**src/rtl/barometric_pressure_compensation_defines.svh**
```systemverilog
// assertion macros for the barometric compensation block
`ifndef BAROMETRIC_PRESSURE_COMPENSATION_DEFINES_SVH
`define BAROMETRIC_PRESSURE_COMPENSATION_DEFINES_SVH
// implication checked on every rising clock edge outside reset
`define BPC_ASSERT_IMP(label, clk, rst_n, cond, prop) \
    label: assert property (@(posedge clk) disable iff (!rst_n) (cond) |-> (prop)) \
        else $error("assertion failed");
// next-cycle implication
`define BPC_ASSERT_NEXT(label, clk, rst_n, cond, prop) \
    label: assert property (@(posedge clk) disable iff (!rst_n) (cond) |=> (prop)) \
        else $error("assertion failed");
`endif

```
**src/rtl/bpc_pkg.sv**
```systemverilog
// shared types and constants for the barometric compensation block
`default_nettype none
package bpc_pkg;
    localparam logic [2:0] REG_AC_S = 3'd0;
    localparam logic [2:0] REG_AC_U = 3'd1;
    localparam logic [2:0] REG_B    = 3'd2;
    localparam logic [2:0] REG_M    = 3'd3;
    localparam logic [2:0] REG_OSS  = 3'd4;

    localparam logic OP_TEMP  = 1'b0;
    localparam logic OP_PRESS = 1'b1;

    localparam logic [31:0] K_B6_OFS  = 32'd4000;
    localparam logic [31:0] K_SCALE   = 32'd50000;
    localparam logic [31:0] K_C3038   = 32'd3038;
    localparam logic [31:0] K_CM7357  = 32'hFFFF_E343;
    localparam logic [31:0] K_C3791   = 32'd3791;
    localparam logic [31:0] K_SIGN    = 32'h8000_0000;

    typedef enum logic [4:0] {
        S_IDLE, S_T0, S_T1, S_TDIV, S_TWAIT, S_TEND,
        S_P0, S_P1, S_P2, S_P3, S_P4, S_P5, S_P6, S_P7, S_P8,
        S_PDIV, S_PWAIT, S_P9, S_P10, S_P11, S_P12, S_OUT
    } t_state;

    typedef struct packed {
        logic        start;
        logic [31:0] num;
        logic [31:0] den;
    } t_div_req;

    typedef struct packed {
        logic        busy;
        logic        done;
        logic [31:0] quo;
    } t_div_rsp;
endpackage
`default_nettype wire

```
**src/rtl/bpc_divider.sv**
```systemverilog
// unsigned 32-bit restoring divider, one quotient bit per cycle
`default_nettype none
module bpc_divider
    import bpc_pkg::*;
(
    input  wire logic     i_clk,
    input  wire logic     i_rst_n,
    input  wire t_div_req i_req,
    output t_div_rsp      o_rsp
);
    logic [31:0] r_rem, n_rem, r_quo, n_quo, r_den, n_den;
    logic [5:0]  r_cnt, n_cnt;
    logic        r_busy, n_busy, r_done, n_done;
    logic [32:0] w_trial;

    always_comb begin
        n_rem = r_rem; n_quo = r_quo; n_den = r_den;
        n_cnt = r_cnt; n_busy = r_busy; n_done = 1'b0;
        w_trial = {r_rem, r_quo[31]} - {1'b0, r_den};
        if (i_req.start) begin
            n_rem = '0; n_quo = i_req.num; n_den = i_req.den;
            n_cnt = 6'd0; n_busy = 1'b1;
        end else if (r_busy) begin
            if (!w_trial[32]) begin
                n_rem = w_trial[31:0];
                n_quo = {r_quo[30:0], 1'b1};
            end else begin
                n_rem = {r_rem[30:0], r_quo[31]};
                n_quo = {r_quo[30:0], 1'b0};
            end
            n_cnt = r_cnt + 6'd1;
            if (r_cnt == 6'd31) begin
                n_busy = 1'b0;
                n_done = 1'b1;
            end
        end
    end

    always_ff @(posedge i_clk) begin
        if (!i_rst_n) begin
            r_busy <= 1'b0; r_done <= 1'b0; r_cnt <= '0;
        end else begin
            r_busy <= n_busy; r_done <= n_done; r_cnt <= n_cnt;
        end
        r_rem <= n_rem; r_quo <= n_quo; r_den <= n_den;
    end

    assign o_rsp.busy = r_busy;
    assign o_rsp.done = r_done;
    assign o_rsp.quo  = r_quo;
endmodule
`default_nettype wire

```
**src/rtl/barometric_pressure_compensation.sv**
```systemverilog
// top level: sequencer around one shared multiplier and a serial divider
//  channel | signals                              | direction
//  request | i_valid o_stall(out) op raw        | in
//  result  | o_valid i_stall(in) kind value status | out
//  config  | i_cfg_we i_cfg_index i_cfg_data      | in
// temperature and pressure results both wait mostly on the serial divide
// next request taken the cycle after the result is taken; a zero divisor skips the divide
// one multiply a cycle through the shared 32x32 multiplier, result registered
// o_stall is high while the sequencer is not idle: after acceptance until the result is taken
// a stalled result holds in the output register; reset clears state, B5 and the config registers
`default_nettype none
module barometric_pressure_compensation
    import bpc_pkg::*;
(
    input  wire logic        i_clk,
    input  wire logic        i_rst_n,
    input  wire logic        i_valid,
    output logic             o_stall,
    input  wire logic        i_operation,
    input  wire logic [23:0] i_raw_reading,
    output logic             o_valid,
    input  wire logic        i_stall,
    output logic             o_kind,
    output logic signed [31:0] o_value,
    output logic             o_status,
    input  wire logic        i_cfg_we,
    input  wire logic [2:0]  i_cfg_index,
    input  wire logic [47:0] i_cfg_data
);
`include "barometric_pressure_compensation_defines.svh"
    logic [47:0] r_acs, r_acu;
    logic [31:0] r_bw, r_mw;
    logic [1:0]  r_oss;
    logic [31:0] r_b5, n_b5;
    t_state      r_st, n_st;
    logic        r_kind, n_kind, r_stat, n_stat, r_neg, n_neg;
    logic [31:0] r_a, n_a, r_b, n_b, r_c, n_c, r_d, n_d, r_e, n_e, r_val, n_val;
    logic [23:0] r_raw, n_raw;
    logic [31:0] w_ma, w_mb, r_prod;
    logic [31:0] ac1, ac2, ac3, ac4, ac5, ac6, b1, b2, mc, md, w_up;
    t_div_req    w_dreq;
    t_div_rsp    w_drsp;

    function automatic logic [31:0] asr(input logic [31:0] v, input logic [4:0] n);
        asr = 32'($signed(v) >>> n);
    endfunction
    function automatic logic [31:0] sx(input logic [15:0] v);
        sx = {{16{v[15]}}, v};
    endfunction

    assign ac1 = sx(r_acs[47:32]); assign ac2 = sx(r_acs[31:16]); assign ac3 = sx(r_acs[15:0]);
    assign ac4 = {16'd0, r_acu[47:32]}; assign ac5 = {16'd0, r_acu[31:16]};
    assign ac6 = {16'd0, r_acu[15:0]};
    assign b1 = sx(r_bw[31:16]); assign b2 = sx(r_bw[15:0]);
    assign mc = sx(r_mw[31:16]); assign md = sx(r_mw[15:0]);
    assign w_up = {8'd0, r_raw} >> (4'd8 - {2'd0, r_oss});

    always_ff @(posedge i_clk) begin
        if (!i_rst_n) begin
            r_acs <= '0; r_acu <= '0; r_bw <= '0; r_mw <= '0; r_oss <= '0;
        end else if (i_cfg_we) begin
            case (i_cfg_index)
                REG_AC_S: r_acs <= i_cfg_data;
                REG_AC_U: r_acu <= i_cfg_data;
                REG_B:    r_bw  <= i_cfg_data[31:0];
                REG_M:    r_mw  <= i_cfg_data[31:0];
                REG_OSS:  r_oss <= i_cfg_data[1:0];
                default: ;
            endcase
        end
    end

    // shared multiplier, operands picked by state
    always_comb begin
        w_ma = '0; w_mb = '0;
        case (r_st)
            S_T0:  begin w_ma = {16'd0, r_raw[15:0]} - ac6; w_mb = ac5; end
            S_P0:  begin w_ma = r_a; w_mb = r_a; end
            S_P1:  begin w_ma = ac2; w_mb = r_a; end
            S_P2:  begin w_ma = b2;  w_mb = r_b; end
            S_P3:  begin w_ma = ac3; w_mb = r_a; end
            S_P4:  begin w_ma = b1;  w_mb = r_b; end
            S_P5:  begin w_ma = w_up - r_c; w_mb = K_SCALE >> r_oss; end
            S_P6:  begin w_ma = ac4; w_mb = r_d; end
            S_P9:  begin w_ma = asr(r_val, 5'd8); w_mb = asr(r_val, 5'd8); end
            S_P10: begin w_ma = r_prod; w_mb = K_C3038; end
            S_P11: begin w_ma = K_CM7357; w_mb = r_val; end
            default: ;
        endcase
    end
    always_ff @(posedge i_clk) r_prod <= w_ma * w_mb;

    // sequencer state
    always_comb begin
        n_st = r_st;
        case (r_st)
            S_IDLE:  if (i_valid) n_st = (i_operation == OP_TEMP) ? S_T0 : S_P0;
            S_T0:    n_st = S_T1;
            S_T1:    n_st = S_TDIV;
            S_TDIV:  n_st = (r_b == '0) ? S_OUT : S_TWAIT;
            S_TWAIT: if (w_drsp.done) n_st = S_TEND;
            S_TEND:  n_st = S_OUT;
            S_P0:    n_st = S_P1;
            S_P1:    n_st = S_P2;
            S_P2:    n_st = S_P3;
            S_P3:    n_st = S_P4;
            S_P4:    n_st = S_P5;
            S_P5:    n_st = S_P6;
            S_P6:    n_st = S_P7;
            S_P7:    n_st = S_P8;
            S_P8:    n_st = (r_d == '0) ? S_OUT : S_PDIV;
            S_PDIV:  n_st = S_PWAIT;
            S_PWAIT: if (w_drsp.done) n_st = S_P9;
            S_P9:    n_st = S_P10;
            S_P10:   n_st = S_P11;
            S_P11:   n_st = S_P12;
            S_P12:   n_st = S_OUT;
            S_OUT:   if (!i_stall) n_st = S_IDLE;
            default: n_st = S_IDLE;
        endcase
    end

    // datapath updates
    always_comb begin
        n_a = r_a; n_b = r_b; n_c = r_c; n_d = r_d; n_e = r_e; n_val = r_val;
        n_b5 = r_b5; n_kind = r_kind; n_stat = r_stat; n_neg = r_neg; n_raw = r_raw;
        w_dreq = '0;
        case (r_st)
            S_IDLE: if (i_valid) begin
                n_kind = i_operation; n_raw = i_raw_reading; n_stat = 1'b0;
                n_val = '0; n_a = r_b5 - K_B6_OFS;
            end
            S_T1: begin
                n_a = asr(r_prod, 5'd15);
                n_b = asr(r_prod, 5'd15) + md;
            end
            S_TDIV: if (r_b == '0) begin
                n_stat = 1'b1;
            end else begin
                n_neg = mc[31] ^ r_b[31];
                w_dreq.start = 1'b1;
                w_dreq.num = mc[31] ? (32'd0 - (mc << 11)) : (mc << 11);
                w_dreq.den = r_b[31] ? (32'd0 - r_b) : r_b;
            end
            S_TEND: begin
                n_b5 = r_a + (r_neg ? (32'd0 - w_drsp.quo) : w_drsp.quo);
                n_val = asr(n_b5 + 32'd8, 5'd4);
            end
            S_P1: n_b = asr(r_prod, 5'd12);             // sq
            S_P2: n_c = asr(r_prod, 5'd11);             // x2 of b3
            S_P3: n_c = r_c + asr(r_prod, 5'd11);       // x3
            S_P4: begin
                n_e = asr(r_prod, 5'd13);
                n_c = asr((((ac1 << 2) + r_c) << r_oss) + 32'd2, 5'd2);
            end
            S_P5: n_d = asr(r_e + asr(r_prod, 5'd16) + 32'd2, 5'd2) + 32'd32768;
            S_P6: n_e = r_prod;                         // b7
            S_P7: n_d = r_prod >> 15;                   // b4
            S_P8: if (r_d == '0) n_stat = 1'b1;
            S_PDIV: begin
                w_dreq.start = 1'b1;
                w_dreq.num = r_e[31] ? r_e : (r_e << 1);
                w_dreq.den = r_d;
            end
            S_PWAIT: if (w_drsp.done)
                n_val = r_e[31] ? (w_drsp.quo << 1) : w_drsp.quo;
            S_P10: n_a = asr(r_prod, 5'd16);
            S_P11: n_a = asr(r_prod, 5'd16);            // x1, from the product read in P11
            S_P12: n_val = r_val + asr(r_a + asr(r_prod, 5'd16) + K_C3791, 5'd4);
            default: ;
        endcase
    end

    bpc_divider u_div (.i_clk, .i_rst_n, .i_req(w_dreq), .o_rsp(w_drsp));

    always_ff @(posedge i_clk) begin
        if (!i_rst_n) begin
            r_st <= S_IDLE; r_b5 <= '0;
        end else begin
            r_st <= n_st; r_b5 <= n_b5;
        end
        r_a <= n_a; r_b <= n_b; r_c <= n_c; r_d <= n_d; r_e <= n_e; r_val <= n_val;
        r_kind <= n_kind; r_stat <= n_stat; r_neg <= n_neg; r_raw <= n_raw;
    end

    assign o_stall  = (r_st != S_IDLE);
    assign o_valid  = (r_st == S_OUT);
    assign o_kind   = r_kind;
    assign o_value  = r_stat ? 32'sd0 : $signed(r_val);
    assign o_status = r_stat;

    `BPC_ASSERT_IMP(a_div_idle, i_clk, i_rst_n, r_st == S_IDLE, !w_drsp.busy)
    `BPC_ASSERT_NEXT(a_out_hold, i_clk, i_rst_n, o_valid && i_stall, o_valid && $stable(o_value))
    `BPC_ASSERT_IMP(a_stall_busy, i_clk, i_rst_n, o_valid, o_stall)
endmodule
`default_nettype wire
```
**config.mk**
```make
export PLATFORM = sky130hd
export DESIGN_NAME = barometric_pressure_compensation
export DESIGN_NICKNAME = d
export VERILOG_FILES = /design/src/rtl/bpc_pkg.sv /design/src/rtl/bpc_divider.sv /design/src/rtl/barometric_pressure_compensation.sv
export VERILOG_INCLUDE_DIRS = /design/src /design/src/rtl
export SDC_FILE = /design/constraint.sdc
export NUM_CORES = 2
export LEC_CHECK = 0
export ABC_AREA = 1
export BUFFER_PORTS_ARGS = -buffer_cell sky130_fd_sc_hd__buf_2
export CORE_UTILIZATION = 50
export CTS_CLUSTER_DIAMETER = 150
export DETAILED_ROUTE_END_ITERATION = 16
export PLACE_DENSITY_LB_ADDON = 0.12
export SLEW_MARGIN = 5
export SYNTH_ARGS = -nofsm -noshare
export SYNTH_HDL_FRONTEND = slang
export SYNTH_SLANG_ARGS = --single-unit
```
**constraint.sdc**
```tcl
create_clock -name i_clk -period 14 [get_ports i_clk]
set_clock_uncertainty 0.2 [all_clocks]
set_input_delay 2.1 -clock i_clk [delete_from_list [all_inputs] [get_ports i_clk]]
set_output_delay 2.1 -clock i_clk [all_outputs]
set_load 0.02 [all_outputs]
```
==> metrics.md <==
| Metric | Value |
|---|---|
| Outcome | `finished, final reports clean` |
| Final net count | `9707` |
| Seq cells post-synth | `about 540` |
| Max Fanout on Critical Path | `26` |
| Yosys cell types | `74` |
| Sequential cell area | `13540 µm²` |
| Slowest stage delay, CP | `670 ps` |
| RR Endpoint | `r_prod[30]$_DFF_P_` |
| Ys Warns | `0` |
| Effective utilization at floorplan | `0.5052` |
| Final worst setup slack | `1633 ps` |
| TritonRoute pass-1 iters | `8` |
| Filler cells | `12060` |
| Post-synthesis sequential area ratio | `0.2227` |
| Final Max Slew Viols | `0` |
| Critical path's slowest cell | `nand3_1` |
| Area of the mapped netlist | `60760 µm²` |
| Most numerous cell on the critical path | `inv_1` |
| DRC Markers | `0` |
| I/O pins | `between 100 and 150` |
| Met1 track demand over resource | `0.5619` |
| Met2 usage | `0.6131` |
| Critical Path End | `r_prod[30]$_DFF_P_` |
| Worst Reg-to-Reg Cells | `52` |
| Clock Pin Slew Worst Setup and Hold Paths | `60 ps` |
| Worst-case vdd ir drop | `roughly 0.00015 V` |
| Most frequent cell after synthesis | `nand2_1` |
| GRT Total Usage | `0.4084` |
| Syn Inst Count | `8725` |
| H-tree Lvls | `3` |
| Area of the multi-input gates | `approximately 40000 µm²` |
| Die width | `350.6 µm` |
| Main area contributors after synthesis | `fa_1 14%, edfxtp_1 13%, nand2_1 13%` |
| Clock tree buffer depth | `3` |
| Hold Path Class | `reg -> reg` |
| Rows | `127` |
| Crit path DAT | `~13000 ps` |
| Antenna violations before repair | `21` |
| Most common flop cell mapped by yosys | `dfxtp_1` |
| Min Tclk post-route | `12370 ps` |
| Slew HR | `0.1026` |
| Tcrit/Tclk final | `0.8833` |
| Vias per cell | `5.771` |
| Largest net degree at the start of global routing | `a little under 100` |
| Power share of the clock group | `0.197` |
| Post-cts gate resize count | `0` |
| Hold_buf cts | `0` |
| Setup Fix Bufs, Post-CTS | `0` |
| Routed wire length | `252900 µm` |
| Slew @ Worst Pin | `1336 ps` |
| Met3 usage | `0.09230` |
| Final count of negative-setup-slack endpoints | `0` |
| Synth async-reset ratio | `0` |
| Core Region | `120300 µm²` |
| DIE AREA | `122900 µm²` |
| Max cap viols | `0` |
| Cts bufs inserted | `70` |
| Critical path launch point | `r_oss[1]$_SDFFE_PN0P_` |
| Setup CP Type | `reg -> reg` |
| DRT antenna net count | `0` |
| Vias | `60120` |
| Sw Share | `0.5222` |
| Grt peak-use layer | `met2` |
| Layout area overhead | `7.810%` |
| Pwr dens | `149.7 nW/µm²` |
| Syn avg cell area | `just under 7 µm²` |
| Sink Count | `roughly 540` |
| Initial drt markers | `about 7000` |
| Proportion of layout cells with a drive suffix above 1 | `0.05568` |
| Comb power frac | `0.559` |
| Placer Congestion | `between 1 and 1.5` |
| R2R Setup Slk | `1630 ps` |
| Worst path required time | `14380 ps` |
| Post-synth EDFFs | `270` |
| Grt ovf | `0` |
| TNS Setup | `0 ps` |
| Unrepaired setup endpoints after global routing | `no` |
| Skew-Pair Late Insertion Delay | `740 ps` |
| Crit. End Element | `flop` |
| Height of the chip | `350.6 µm` |
| Post-DR wirelength/cell | `24.28 µm` |
| Port bufs | `116` |
| Fmax | `about 81 MHz` |
| Worst flop-to-flop path startpoint | `r_oss[1]$_SDFFE_PN0P_` |
| Yosys top cell by area | `fa_1` |
| Post-synth top cells | `2096 x nand2_1, 1579 x inv_1, 873 x nor2_1` |
| Sequential share of power | `0.244` |
| CTS tree | `yes` |
| Vias in the first global route | `56220` |
| Hold Violations, Final | `0` |
| Pint | `0.004685 W` |
| Psw | `0.005120 W` |
| HPWL after DPL | `203300 µm` |
| Crit start category | `flop` |
| Area share of the largest cell type after synthesis | `0.1374` |
| Worst slack, placed | `slightly below 2000 ps` |
| Pleak | `33.25 nW` |
| Root Buffer | `clkbuf_16` |
| First-pass GRT wire length | `367600 µm` |
==> final cells by class <==
type / instances / area share
Sequential cell: 541 / 0.2066
Multi-Input combinational cell: 6300 / 0.6121
Clock buffer: 101 / 0.03163
Antenna cell: 4 / 0.0001528
Tap cell: 1612 / 0.03079
Timing Repair Buffer: 215 / 0.02025
Clock inverter: 28 / 0.005825
Inverter: 1616 / 0.09267
==> through the flow <==
step	util	hold WS [ps]	area, µm²	total power, W	std cells
finish	0.5446	249.6	65510	0.009805	10420
global route	0.5445	271.8	65500	0.01038	10410
CTS	0.5445	252.5	65500	0.009636	10410
detailed placement	0.5241	242.4	63050	0.007688	10280
global placement	0.5241	241.6	63050	0.007669	10280
floorplan	-	224.5	60780	0.005833	8728
==> cell families (layout without fill, tap and decap cells) <==
| group | after synthesis | in the layout | share of synthesized area |
|---|---|---|---|
| and+or+nand+nor | 3717 | 3717 | 0.2541 |
| buffers and inverters | 1887 | 1960 | 0.1194 |
| AOI/OAI and AO/OA | 1434 | 1434 | 0.1324 |
| adders and majority gates | 882 | 882 | 0.2331 |
| DFF | 541 | 541 | 0.2227 |
| xor gates and xnor gates | 259 | 259 | 0.03746 |
| muxes | 4 | 4 | 0.0006589 |
| other | 1 | 8 | 0.00006171 |
==> critical path, delay by kind of cell (launching register included) <==
kind                     cells  cell delay, ps
AO/OA/AOI/OAI                9            1860
XOR/XNOR                     1             120
flip-flops                   1             310
AND/OR/NAND/NOR             17            2250
buffers and inverters       13            2360
adder cells (fa/ha/maj)     12            5100
==> flip-flops by register name (all words and copies together) (netlist names), 6 cells and up <==
| register | cells |
|---|---|
| r_acs | 48 |
| r_acu | 48 |
| r_a | 32 |
| r_b5 | 32 |
| r_bw | 32 |
| r_c | 32 |
| r_e | 32 |
| r_mw | 32 |
| r_prod | 32 |
| r_val | 32 |
| u_div.r_den | 32 |
| u_div.r_quo | 32 |
| u_div.r_rem | 32 |
| r_d | 31 |
| r_raw | 24 |
| r_b | 20 |
| u_div.r_cnt | 6 |
==> worst min path at each step <==
stage,from,cells after the start,to,slack [ps]
2_1_floorplan,r_acu[26]$_SDFFE_PN0P_,2,r_acu[26]$_SDFFE_PN0P_,220
3_3_place_gp,r_mw[3]$_SDFFE_PN0P_,2,r_mw[3]$_SDFFE_PN0P_,240
3_5_place_dp,r_mw[3]$_SDFFE_PN0P_,2,r_mw[3]$_SDFFE_PN0P_,240
4_1_cts,r_mw[3]$_SDFFE_PN0P_,2,r_mw[3]$_SDFFE_PN0P_,250
5_1_grt,r_mw[3]$_SDFFE_PN0P_,2,r_mw[3]$_SDFFE_PN0P_,270
6_report,r_mw[3]$_SDFFE_PN0P_,2,r_mw[3]$_SDFFE_PN0P_,250
==> per-layer routing <==
layer,share of wire,vias up,routed length (µm)
li1,-,27910,-
met1,0.42,28720,107100
met2,0.42,2952,106800
met3,0.10,524,26280
met4,0.050,16,12640
met5,0.00042,-,107
==> power by group through the flow <==
stage | registers, W | clock network (W) | logic (W)
after floorplan | 0.00215 | 0 | 0.00368
after global placement | 0.00239 | 0 | 0.00527
final | 0.00239 | 0.00193 | 0.00548
after CTS | 0.00236 | 0.00194 | 0.00533
after detailed placement | 0.00239 | 0 | 0.00530
after global routing | 0.00238 | 0.00201 | 0.00599
==> cells in the final DEF, fill, tap and decap left out, drive strengths merged, types with 112 or more instances in the layout <==
cell	instances
nand4	112
ha	465
xor2	182
fa	417
nand2	2105
a21oi	503
inv	1612
edfxtp	270
nor2	905
buf	215
dfxtp	271
nand3	422
o21ai	640
Note: power is estimated with default switching activity, not from simulation.
